[config.mk]
export PLATFORM = sky130hd
export DESIGN_NAME = display_damage_block_tracker
export DESIGN_NICKNAME = d
export VERILOG_FILES = /design/src/hw/rtl/ddbt_pkg.sv /design/src/hw/rtl/ddbt_cell.sv /design/src/hw/rtl/ddbt_ring.sv /design/src/hw/rtl/display_damage_block_tracker.sv
export SDC_FILE = /design/constraint.sdc
export NUM_CORES = 1
export LEC_CHECK = 0
export BUFFER_PORTS_ARGS = -buffer_cell sky130_fd_sc_hd__buf_2
export CAP_MARGIN = 0
export CORE_MARGIN = 10
export CORE_UTILIZATION = 35
export DETAILED_ROUTE_END_ITERATION = 10
export SYNTH_ARGS = -nofsm -noshare
export SYNTH_HDL_FRONTEND = slang
export SYNTH_SLANG_ARGS = --single-unit
export TNS_END_PERCENT = 50
[constraint.sdc]
create_clock -name clk -period 32.6 [get_ports clk]
set_input_delay 8.15 -clock clk [delete_from_list [all_inputs] [get_ports clk]]
set_output_delay 8.15 -clock clk [all_outputs]
set_load 0.005 [all_outputs]
[src/hw/rtl/ddbt_pkg.sv]
// Shared types and constants for the display damage block tracker.
`default_nettype none
package ddbt_pkg;

  // Coordinate width of every position and size field.
  localparam int CW = 12;

  // Stream word widths (fields packed from bit 0, padded to whole bytes).
  localparam int IN_DW  = 56;
  localparam int IN_UW  = 2;
  localparam int OUT_DW = 56;

  // Saturation bounds for damage rectangles.
  localparam logic [CW-1:0] X_LIMIT = 12'd2048;
  localparam logic [CW-1:0] Y_LIMIT = 12'd4095;

  // Input item modes.
  localparam logic [1:0] MODE_DAMAGE = 2'd0;
  localparam logic [1:0] MODE_SAMPLE = 2'd1;
  localparam logic [1:0] MODE_FLUSH  = 2'd2;

  // Result kinds.
  localparam logic KIND_ACK  = 1'b0;
  localparam logic KIND_RECT = 1'b1;

  // Control broadcast to the span ring.
  typedef struct packed {
    logic          sh;       // rotate every cell one place toward the head
    logic          clr;      // close the span that wraps from head to tail
    logic          ld;       // write the head cell
    logic          ld_open;
    logic [CW-1:0] ld_top;
  } ring_ctl_t;

endpackage
`default_nettype wire

[src/hw/rtl/ddbt_cell.sv]
// One span cell: open flag and top row of one block, loaded from its neighbor.
`default_nettype none
module ddbt_cell (
  input  wire logic                    clk,
  input  wire logic                    rst_n,
  input  wire ddbt_pkg::ring_ctl_t     ctl,
  input  wire logic                    ld_sel,
  input  wire logic                    nb_open,
  input  wire logic [ddbt_pkg::CW-1:0] nb_top,
  output logic                         span_open,
  output logic [ddbt_pkg::CW-1:0]      span_top
);
  import ddbt_pkg::*;

  logic          open_r;
  logic [CW-1:0] top_r;

  always_ff @(posedge clk) begin
    if (!rst_n) begin
      open_r <= 1'b0;
    end else if (ctl.sh) begin
      open_r <= nb_open;
    end else if (ctl.ld && ld_sel) begin
      open_r <= ctl.ld_open;
    end
  end

  // top row carries no reset: it is only read while the open flag is set
  always_ff @(posedge clk) begin
    if (ctl.sh) begin
      top_r <= nb_top;
    end else if (ctl.ld && ld_sel) begin
      top_r <= ctl.ld_top;
    end
  end

  assign span_open = open_r;
  assign span_top  = top_r;

endmodule
`default_nettype wire

[src/hw/rtl/ddbt_ring.sv]
// Ring of span cells; cell 0 is the head, the head wraps back into the tail.
`default_nettype none
module ddbt_ring #(
  parameter int NCELL = 64
) (
  input  wire logic                    clk,
  input  wire logic                    rst_n,
  input  wire ddbt_pkg::ring_ctl_t     ctl,
  output logic                         head_open,
  output logic [ddbt_pkg::CW-1:0]      head_top
);
  import ddbt_pkg::*;

  logic          open_w [NCELL];
  logic [CW-1:0] top_w  [NCELL];
  logic          nb_open_w [NCELL];
  logic [CW-1:0] nb_top_w  [NCELL];

  for (genvar i = 0; i < NCELL; i++) begin : g_cell
    if (i == NCELL - 1) begin : g_tail
      // drop the head's span on the way around when clearing
      assign nb_open_w[i] = open_w[0] & ~ctl.clr;
      assign nb_top_w[i]  = top_w[0];
    end else begin : g_mid
      assign nb_open_w[i] = open_w[i+1];
      assign nb_top_w[i]  = top_w[i+1];
    end

    ddbt_cell u_cell (
      .clk       (clk),
      .rst_n     (rst_n),
      .ctl       (ctl),
      .ld_sel    (i == 0),
      .nb_open   (nb_open_w[i]),
      .nb_top    (nb_top_w[i]),
      .span_open (open_w[i]),
      .span_top  (top_w[i])
    );
  end

  assign head_open = open_w[0];
  assign head_top  = top_w[0];

endmodule
`default_nettype wire

[src/hw/rtl/display_damage_block_tracker.sv]
// Top level of the display damage block tracker: box merge, span ring control, output register.
//
// Damage reports merge into one dirty bounding box. Each one is acknowledged
// on the output in the cycle after it is accepted, so damage words stream at one
// word per cycle while the output register can take a result. Per-block open
// spans live in a ring of MAX_BLOCKS cells that rotates one cell per cycle while
// a sample or flush turns it and no output stall holds it. Only the head cell
// is read or written, and a register tracks the first column of the head block.
// A sample holds off the input while the ring turns d places, where d (0 to
// MAX_BLOCKS-1) is the number of places the ring must turn to bring the
// sampled block to the head, and while it waits for the output register when a
// span closes. A scan that walks blocks left to right turns the ring one place
// per sample. Samples at or beyond column MAX_BLOCKS*BLOCK_WIDTH and mode 3 are
// dropped on accept. A flush holds the input while it first turns the ring until
// the box's left block is at the head (up to MAX_BLOCKS-1 turns), then starts
// the walk and turns the ring one full revolution, emitting open spans in column
// order and closing every span as it wraps. It finishes in ST_FIN, which emits
// the last rectangle with tlast set and clears the box. Each rectangle is held in
// a register so the final one can be marked. Output backpressure stalls the
// ring, never drops data.
`default_nettype none
module display_damage_block_tracker #(
  parameter int BLOCK_WIDTH = 32,
  parameter int MAX_BLOCKS  = 64
) (
  input  wire logic                        clk,
  input  wire logic                        rst_n,
  // input stream
  input  wire logic                        in_tvalid,
  output logic                             in_tready,
  // pos_x[11:0], pos_y[23:12], size_w[35:24], size_h[47:36], differs[48], zero[55:49]
  input  wire logic [ddbt_pkg::IN_DW-1:0]  in_tdata,
  // mode[1:0]
  input  wire logic [ddbt_pkg::IN_UW-1:0]  in_tuser,
  // result stream
  output logic                             out_tvalid,
  input  wire logic                        out_tready,
  // was_empty[0], rect_left[12:1], rect_top[24:13], rect_right[36:25],
  // rect_bottom[48:37], zero[55:49]
  output logic [ddbt_pkg::OUT_DW-1:0]      out_tdata,
  // kind[0]
  output logic [0:0]                       out_tuser,
  output logic                             out_tlast
);
  import ddbt_pkg::*;

  // wide enough for any column, a block base plus one block, and the ring span
  localparam int XW = $clog2(MAX_BLOCKS * BLOCK_WIDTH + 8192);
  localparam int IW = (MAX_BLOCKS > 1) ? $clog2(MAX_BLOCKS) : 1;
  localparam logic [XW-1:0] COL_LIMIT = XW'(MAX_BLOCKS * BLOCK_WIDTH);
  localparam logic [XW-1:0] BW_X      = XW'(BLOCK_WIDTH);
  localparam logic [IW-1:0] CNT_LAST  = IW'(MAX_BLOCKS - 1);

  localparam logic [2:0] ST_IDLE = 3'd0;
  localparam logic [2:0] ST_SMP  = 3'd1;  // turn ring to sampled block, then act
  localparam logic [2:0] ST_FSK  = 3'd2;  // turn ring to the box's left block
  localparam logic [2:0] ST_FWK  = 3'd3;  // one revolution: emit and close spans
  localparam logic [2:0] ST_FIN  = 3'd4;  // emit the held rectangle, clear box

  // unpack input word
  logic [CW-1:0] in_px, in_py, in_sw, in_sh;
  logic          in_diff;
  logic [1:0]    in_mode;
  assign in_px   = in_tdata[11:0];
  assign in_py   = in_tdata[23:12];
  assign in_sw   = in_tdata[35:24];
  assign in_sh   = in_tdata[47:36];
  assign in_diff = in_tdata[48];
  assign in_mode = in_tuser;

  logic [2:0]    st_r, st_nxt;
  logic [CW-1:0] box_l_r, box_t_r, box_r_r, box_b_r;
  logic [CW-1:0] box_l_nxt, box_t_nxt, box_r_nxt, box_b_nxt;
  logic [XW-1:0] hb_r, hb_nxt;
  logic [IW-1:0] cnt_r, cnt_nxt;
  logic [CW-1:0] x_r, x_nxt;
  logic [CW-1:0] px_r, py_r;
  logic          diff_r;
  logic          pend_vld_r, pend_vld_nxt;
  logic [CW-1:0] pend_l_r, pend_t_r, pend_rt_r;
  logic [CW-1:0] pend_l_nxt, pend_t_nxt, pend_rt_nxt;
  logic          out_vld_r;
  logic          out_kind_r, out_we_r, out_last_r;
  logic [CW-1:0] out_l_r, out_t_r, out_rt_r, out_b_r;

  ring_ctl_t     ctl;
  logic          head_open;
  logic [CW-1:0] head_top;

  logic          out_free, in_acc, box_empty, rot;
  logic          push, push_kind, push_we, push_last;
  logic [CW-1:0] push_l, push_t, push_rt, push_b;

  // damage rectangle after saturation
  logic [CW:0]   dmg_rsum, dmg_bsum;
  logic [CW-1:0] dmg_l, dmg_r, dmg_b;
  logic          dmg_empty;

  // flush walk helpers
  logic          fl_emit, fl_go, fin_go;

  function automatic logic [XW-1:0] ext(input logic [CW-1:0] v);
    return XW'(v);
  endfunction

  // column lies in the block now held by the head cell
  function automatic logic at_head(input logic [CW-1:0] v, input logic [XW-1:0] hb);
    return (ext(v) >= hb) && (ext(v) < hb + BW_X);
  endfunction

  // right edge of a block rectangle, cut at the box's right column
  function automatic logic [CW-1:0] edge_rt(input logic [CW-1:0] x,
                                            input logic [CW-1:0] br);
    logic [CW-1:0] d;
    logic [XW-1:0] xb;
    d  = br - x;
    xb = ext(x) + BW_X;
    if (br <= x) begin
      return x;
    end else if (d < CW'(BLOCK_WIDTH)) begin
      return br;
    end else begin
      return xb[CW-1:0];
    end
  endfunction

  assign out_free  = !out_vld_r || out_tready;
  assign in_tready = (st_r == ST_IDLE) && out_free;
  assign in_acc    = in_tvalid && in_tready;
  assign box_empty = (box_t_r == box_b_r) || (box_l_r == box_r_r);

  assign dmg_rsum  = {1'b0, in_px} + {1'b0, in_sw};
  assign dmg_bsum  = {1'b0, in_py} + {1'b0, in_sh};
  assign dmg_l     = (in_px > X_LIMIT) ? X_LIMIT : in_px;
  assign dmg_r     = (dmg_rsum > {1'b0, X_LIMIT}) ? X_LIMIT : dmg_rsum[CW-1:0];
  assign dmg_b     = (dmg_bsum > {1'b0, Y_LIMIT}) ? Y_LIMIT : dmg_bsum[CW-1:0];
  assign dmg_empty = (in_py == dmg_b) || (dmg_l == dmg_r);

  // open span at the head that this flush must report
  assign fl_emit = !box_empty && at_head(x_r, hb_r) && (x_r < box_r_r) && head_open;
  // stall only when a held rectangle has nowhere to go
  assign fl_go   = !fl_emit || !pend_vld_r || out_free;
  assign fin_go  = !pend_vld_r || out_free;

  always_comb begin
    st_nxt      = st_r;
    box_l_nxt   = box_l_r;
    box_t_nxt   = box_t_r;
    box_r_nxt   = box_r_r;
    box_b_nxt   = box_b_r;
    cnt_nxt     = cnt_r;
    x_nxt       = x_r;
    pend_vld_nxt = pend_vld_r;
    pend_l_nxt  = pend_l_r;
    pend_t_nxt  = pend_t_r;
    pend_rt_nxt = pend_rt_r;
    rot         = 1'b0;
    ctl         = '0;
    push        = 1'b0;
    push_kind   = KIND_ACK;
    push_we     = 1'b0;
    push_last   = 1'b0;
    push_l      = '0;
    push_t      = '0;
    push_rt     = '0;
    push_b      = '0;

    unique case (st_r)
      ST_IDLE: begin
        if (in_acc) begin
          unique case (in_mode)
            MODE_DAMAGE: begin
              push      = 1'b1;
              push_kind = KIND_ACK;
              push_we   = box_empty;
              push_last = 1'b1;
              if (!dmg_empty) begin
                if (box_empty) begin
                  box_l_nxt = dmg_l;
                  box_t_nxt = in_py;
                  box_r_nxt = dmg_r;
                  box_b_nxt = dmg_b;
                end else begin
                  box_l_nxt = (dmg_l < box_l_r) ? dmg_l : box_l_r;
                  box_t_nxt = (in_py < box_t_r) ? in_py : box_t_r;
                  box_r_nxt = (dmg_r > box_r_r) ? dmg_r : box_r_r;
                  box_b_nxt = (dmg_b > box_b_r) ? dmg_b : box_b_r;
                end
              end
            end
            MODE_SAMPLE: begin
              if (ext(in_px) < COL_LIMIT) begin
                st_nxt = ST_SMP;
              end
            end
            MODE_FLUSH: begin
              st_nxt = ST_FSK;
            end
            default: begin
              // unused mode: drop
            end
          endcase
        end
      end

      ST_SMP: begin
        if (!at_head(px_r, hb_r)) begin
          rot = 1'b1;
        end else if (diff_r) begin
          if (!head_open) begin
            ctl.ld      = 1'b1;
            ctl.ld_open = 1'b1;
            ctl.ld_top  = py_r;
          end
          st_nxt = ST_IDLE;
        end else if (head_open) begin
          if (out_free) begin
            push        = 1'b1;
            push_kind   = KIND_RECT;
            push_last   = 1'b1;
            push_l      = px_r;
            push_t      = head_top;
            push_rt     = edge_rt(px_r, box_r_r);
            push_b      = py_r;
            ctl.ld      = 1'b1;
            ctl.ld_open = 1'b0;
            ctl.ld_top  = head_top;
            st_nxt      = ST_IDLE;
          end
        end else begin
          st_nxt = ST_IDLE;
        end
      end

      ST_FSK: begin
        if (box_empty || (ext(box_l_r) >= COL_LIMIT) || at_head(box_l_r, hb_r)) begin
          st_nxt  = ST_FWK;
          cnt_nxt = '0;
          x_nxt   = box_l_r;
        end else begin
          rot = 1'b1;
        end
      end

      ST_FWK: begin
        if (fl_go) begin
          rot     = 1'b1;
          ctl.clr = 1'b1;
          cnt_nxt = cnt_r + 1'b1;
          // advance the walk column along with the head block
          x_nxt   = CW'(ext(x_r) + BW_X);
          if (fl_emit) begin
            if (pend_vld_r) begin
              push      = 1'b1;
              push_kind = KIND_RECT;
              push_l    = pend_l_r;
              push_t    = pend_t_r;
              push_rt   = pend_rt_r;
              push_b    = box_b_r;
            end
            pend_vld_nxt = 1'b1;
            pend_l_nxt   = x_r;
            pend_t_nxt   = head_top;
            pend_rt_nxt  = edge_rt(x_r, box_r_r);
          end
          if (cnt_r == CNT_LAST) begin
            st_nxt = ST_FIN;
          end
        end
      end

      ST_FIN: begin
        if (fin_go) begin
          if (pend_vld_r) begin
            push      = 1'b1;
            push_kind = KIND_RECT;
            push_last = 1'b1;
            push_l    = pend_l_r;
            push_t    = pend_t_r;
            push_rt   = pend_rt_r;
            push_b    = box_b_r;
          end
          pend_vld_nxt = 1'b0;
          box_l_nxt    = '0;
          box_t_nxt    = '0;
          box_r_nxt    = '0;
          box_b_nxt    = '0;
          st_nxt       = ST_IDLE;
        end
      end

      default: begin
        st_nxt = ST_IDLE;
      end
    endcase

    ctl.sh = rot;
    hb_nxt = hb_r;
    if (rot) begin
      hb_nxt = (hb_r + BW_X == COL_LIMIT) ? '0 : hb_r + BW_X;
    end
  end

  always_ff @(posedge clk) begin
    if (!rst_n) begin
      st_r       <= ST_IDLE;
      box_l_r    <= '0;
      box_t_r    <= '0;
      box_r_r    <= '0;
      box_b_r    <= '0;
      hb_r       <= '0;
      cnt_r      <= '0;
      pend_vld_r <= 1'b0;
      out_vld_r  <= 1'b0;
    end else begin
      st_r       <= st_nxt;
      box_l_r    <= box_l_nxt;
      box_t_r    <= box_t_nxt;
      box_r_r    <= box_r_nxt;
      box_b_r    <= box_b_nxt;
      hb_r       <= hb_nxt;
      cnt_r      <= cnt_nxt;
      pend_vld_r <= pend_vld_nxt;
      if (push) begin
        out_vld_r <= 1'b1;
      end else if (out_tready) begin
        out_vld_r <= 1'b0;
      end
    end
  end

  // payload registers: hold walk column, sample fields, held rectangle and output word
  always_ff @(posedge clk) begin
    x_r       <= x_nxt;
    pend_l_r  <= pend_l_nxt;
    pend_t_r  <= pend_t_nxt;
    pend_rt_r <= pend_rt_nxt;
    if (in_acc) begin
      px_r   <= in_px;
      py_r   <= in_py;
      diff_r <= in_diff;
    end
    if (push) begin
      out_kind_r <= push_kind;
      out_we_r   <= push_we;
      out_last_r <= push_last;
      out_l_r    <= push_l;
      out_t_r    <= push_t;
      out_rt_r   <= push_rt;
      out_b_r    <= push_b;
    end
  end

  ddbt_ring #(
    .NCELL (MAX_BLOCKS)
  ) u_ring (
    .clk       (clk),
    .rst_n     (rst_n),
    .ctl       (ctl),
    .head_open (head_open),
    .head_top  (head_top)
  );

  assign out_tvalid = out_vld_r;
  assign out_tuser  = out_kind_r;
  assign out_tlast  = out_last_r;
  assign out_tdata  = {7'd0, out_b_r, out_rt_r, out_t_r, out_l_r, out_we_r};

  // head block base stays inside the ring
  a_hb_range: assert property (@(posedge clk) disable iff (!rst_n)
    hb_r < COL_LIMIT)
    else $error("head block base out of range");

  // a held rectangle exists only while a flush walks or finishes
  a_pend_state: assert property (@(posedge clk) disable iff (!rst_n)
    pend_vld_r |-> (st_r == ST_FWK || st_r == ST_FIN))
    else $error("held rectangle outside flush");

  // finishing a flush leaves an empty box
  a_fin_clear: assert property (@(posedge clk) disable iff (!rst_n)
    (st_r == ST_FIN && fin_go) |=> (box_l_r == '0 && box_r_r == '0 && st_r == ST_IDLE))
    else $error("box not cleared after flush");

  // a damage acknowledge is always the only result of its word
  a_ack_last: assert property (@(posedge clk) disable iff (!rst_n)
    (out_vld_r && out_kind_r == KIND_ACK) |-> out_last_r)
    else $error("acknowledge without last");

endmodule
`default_nettype wire
## After elaboration in Yosys (flattened, before gate mapping)

Index checks and enable logic that the tools add are counted.

- Div/mod/pow operators: 0
- Add/subtract/negate cells: 8
- Reduce and logical (&&, ||, !) cells: 37
- Mux-type cells: 121
- Order comparisons: 20
- Bitwise logic cells: 2
- Multipliers: 0
- Shifts and indexed selects: 0
- Equality and inequality tests: 29

Operators with widths:

| cell | number |
|---|---|
| $mux W12 | 64 |
| $pmux W12 S3 | 4 |
| $pmux W12 S2 | 5 |
| $mux W14 | 7 |
| $eq A12 B12 Y1 | 4 |
| $ge A12 B14 Y1 | 3 |
| $lt A12 B14 Y1 | 3 |
| $lt A12 B12 Y1 | 3 |
| $mux W3 | 10 |
| $add A12 B12 Y13 | 2 |
| $gt A13 B12 Y1 const B | 2 |
| $add A12 B6 Y12 const B | 2 |
| $gt A12 B12 Y1 | 2 |
| $le A12 B12 Y1 | 2 |
| $lt A12 B6 Y1 const B | 2 |
| $reduce_and A6 Y1 | 4 |
| $sub A12 B12 Y12 | 2 |
| $mux W1 | 21 |
| $ne A2 B2 Y1 const B | 8 |
| $pmux W3 S5 | 1 |
| $add A14 B6 Y14 const B | 1 |
| $eq A14 B12 Y1 const B | 1 |
| $ge A12 B12 Y1 const B | 1 |
| $gt A12 B12 Y1 const B | 1 |
| other kinds (32) | 62 |

- Flip-flop bits (word level): 1029
- Latch bits: 0
- Bits of input ports: 62
- Bits in read-only memories: 0
- Memories: 0
- Output and inout bits: 60
- Memory bits (writable): 0
- Logic and storage cells: 368

## Depth between registers and ports, before layout

- Depth in word-level cells: 13
- Mapped depth: 24
- Mapped depth without buffers: 22

## By module

Synthesis repeated with hierarchy kept, for this count alone.

- Cells, all modules: 3458
- Area, all modules: 49901.6 um2

Modules (own cells, without submodules):

| module | cells each | area an instance (um2) | seq. area each (um2) | times used |
|---|---|---|---|---|
| ddbt_cell | 31 | 566.8 | 380.4 | 64 |
| display_damage_block_tracker | 1471 | 13605.5 | 5084.9 | 1 |
| ddbt_ring | 3 | 21.3 | 0.0 | 1 |

## Worst setup path before layout

No wires, ideal clock.

- Kind: in2reg
- From: in out_tready
- To: reg u_ring.g_cell[10].u_cell.top_r[0] (enable)
- Setup time: 1422 ps
- Stages on the path: 7
- Path buffers: 2
- Data arrival time: 29372 ps
- Slack: 1807 ps
- Data required time: 31178 ps
- Cells stage by stage: nor2b_1 > nand2_1 > o31a_1 > buf_2 > nor2_2 > inv_2 > clkbuf_1

- Word-level cells in the longest chain between the ends: 4

RTL lines:

| item | RTL line | source |
|---|---|---|
| start: declaration | display_damage_block_tracker.sv:37 | `input wire logic out_tready,` |
| $logic_or A1 B1 Y1 | display_damage_block_tracker.sv:127 | `assign out_free = !out_vld_r \|\| out_tready;` |
| $logic_or A1 B1 Y1 | display_damage_block_tracker.sv:142 | `assign fl_go = !fl_emit \|\| !pend_vld_r \|\| out_free;` |
| $mux W1 | display_damage_block_tracker.sv:246 | `if (fl_go) begin` |
| $pmux W1 S3 | display_damage_block_tracker.sv:168 | `unique case (st_r)` |
| net rot | display_damage_block_tracker.sv:90 | `logic out_free, in_acc, box_empty, rot;` |
| end signal: assignment | ddbt_cell.sv:31 | `top_r <= nb_top;` |
| end signal: assignment | ddbt_cell.sv:33 | `top_r <= ctl.ld_top;` |
| end: declaration | ddbt_cell.sv:16 | `logic [CW-1:0] top_r;` |

The timed path passes the listed nets, and every way through them passes these cells.
A chain may end at the register's enable or synchronous reset.

## Worst setup path in the final report

- From: in out_tready
- To: out in_tready

- Word-level cells in the longest chain between the ends: 2

RTL lines:

| item | RTL line | source |
|---|---|---|
| $logic_or A1 B1 Y1 | display_damage_block_tracker.sv:127 |  |
| $logic_and A1 B1 Y1 | display_damage_block_tracker.sv:128 | `assign in_tready = (st_r == ST_IDLE) && out_free;` |
| end: declaration | display_damage_block_tracker.sv:30 | `output logic in_tready,` |

Every way passes these cells.

==> metrics.txt <==
crit path DAT=8.94 ns; cts hold-fix bufs=0; MaxCap Viol Count=0; first-pass GRT wire length=114300 um; Slew headroom=between 10% and 20%; number of I/O pins=122; setup TNS=0 ns; Worst-Margin Slew=1.280 ns; commonest cells in the netlist=892 x edfxtp_1, 288 x nand2_1, 152 x a21oi_1; hpwl dp=about 46000 um; Initial DRC Count=about 1700; grt total ovfl=0; Post-synth EDFFs=892; TritonCTS Buffers=101; htree depth=3; register area share after synthesis=about 76%; most common cell in the netlist=edfxtp_1; Crit. End Element=primary output; Synth Warn #=0; row cnt=between 100 and 150; RSZ-0062 raised after global routing=no; Total GRT Usage=approximately 11%; initial core utilization=around a third; critical path class=in2out; Clock Latency Late Sink=approximately 0.67 ns; Die Ht=353.1 um; status=complete, no violations; I/O Buffers=approximately 110; post_cts resized=0; CTS root buf=clkbuf_16; Main synth FF type=edfxtp_1; CTS tree=yes; Distinct cells, synth=88; largest net degree at the start of global routing=176; clock-pin slew on the worst setup and hold paths=~0.06 ns; die width=~350 um; Tcrit/Tclk final=52.42%; Final Cell Area=44390 um^2; # DRC=0; hold slack final=0.4001 ns; Synth area leaders=edfxtp_1 69%, dfxtp_1 6.8%, ha_1 4.5%; Synth Register Bits=1024; area grow syn2layout=14.28%; CTS Sinks=1024; PD cells=around 79 nW/um^2; Req. time, crit path=24.45 ns; final hold vios=0; RePlAce Congestion=just under 0.9; DR WL/cell=17.28 um; maximum vdd ir drop=0.06316 mV; largest area contributor in the netlist=edfxtp_1; share of layout cells above drive strength 1=11.28%; final net count=2888; Slew Viols, Final=0; Routed WL=roughly 74000 um; Max FO, Critical Path=6; initial antenna violation count=3; Worst Skew=between 0.03 and 0.04 ns; antenna-violating nets left=0; post-place instance area=roughly 41000 um^2; f_max=58.52 MHz; vias in the first global route=19614; Hold/Removal Path Class=reg2reg; Post-CTS Setup Inserts=0; drt first pass iters=5; Static Leakage=0.01466 uW; Largest register FFs=768; post-route minimum period=17.09 ns; routed vias/inst=4.767; top cell type's share of synthesized area=68.96%; Setup crit start kind=primary input; R2R Setup Slk=24.47 ns; asr flop ratio synth=0%; Syn Inst Count=2526; Avg Cell Area, Syn=around 15 um^2; Die ar.=124700 um^2; Final Setup Violations=0; synthesized area=38840 um^2; Core ar.=110400 um^2; vias after detailed routing=20293; CTS Buffer Depth=3
==> cells by family after synthesis <==
group	after synthesis	synth area share, %
multiplexers	59	1.530
AO/OA/AOI/OAI	445	7.325
adder cells (fa/ha/maj)	142	4.613
flip-flops	1024	75.76
buffers and inverters	191	2.107
AND/OR/NAND/NOR	607	7.370
other	1	0.009654
XOR/XNOR	57	1.285
==> critical path, cell delays in order <==
cell	delay (ns)
buf_2	0.09
nand2b_1	0.21
and2_1	0.31
buf_2	0.18
==> where the power goes <==
group          switching, uW  internal (uW)  leakage, uW
Sequential              78.9           1820      0.00872
Combinational            344            105      0.00431
Clock                    489            665      0.00163
Total                    912           2590       0.0147
==> cell usage in the layout, fill, tap and decap left out, types with 11 or more instances in the layout <==
master	count
a21o_1	43
a21oi_1	152
a22o_1	31
buf_2	107
buf_4	23
clkbuf_1	14
clkbuf_16	103
clkinv_1	22
clkinv_2	21
dfxtp_1	132
edfxtp_1	892
ha_1	140
inv_1	107
mux2i_1	56
nand2_1	287
nand2b_1	24
nand3_1	40
nand4_1	27
nor2_1	85
nor2b_1	27
nor3_1	31
o211ai_1	12
o21a_1	26
o21ai_0	85
o22ai_1	11
or3_1	14
xnor2_1	44
xor2_1	13
==> layout make-up <==
type / instances / area (um^2)
multi-input combinational: 1317 / 8638
tap: 1488 / 1862
antenna: 2 / 5.005
clock inverter: 67 / 670.6
sequential: 1024 / 29430
timing repair buffer: 130 / 708.2
fill: 10061 / 65970
clock buffer: 119 / 2658
inverter: 110 / 420.4
==> final timing paths <==
kind                                             startpoint                                             end  depth (start not counted)
min reg2reg  u_ring.g_cell[36].u_cell.span_top[8]$_DFFE_PP_  u_ring.g_cell[35].u_cell.span_top[8]$_DFFE_PP_                          0
min          u_ring.g_cell[36].u_cell.span_top[8]$_DFFE_PP_  u_ring.g_cell[35].u_cell.span_top[8]$_DFFE_PP_                          0
max                                              out_tready                                       in_tready                          4
max reg2reg                         box_r_r[1]$_SDFFE_PN0P_  u_ring.g_cell[26].u_cell.span_top[0]$_DFFE_PP_                         17
==> through the flow <==
step	total power, uW	worst slack [ns]	cells	util [%]
CTS	3554	15.53	4255	40.22
detailed placement	2384	15.53	4069	37.20
finish	3505	15.51	4257	40.22
floorplan	2635	1.807	2532	-
global route	3676	15.50	4256	40.22
global placement	2372	15.54	4069	37.20
==> layer usage <==
metal / vias up / part of all wire [%] / track usage (%)
met5: - / 0 / 0
met4: 0 / 2.4 / 3.784
met3: 108 / 5.4 / 2.335
met2: 464 / 42 / 16.07
met1: 9953 / 51 / 17.33
li1: 9768 / - / -
Note: power is estimated with default switching activity, not from simulation.
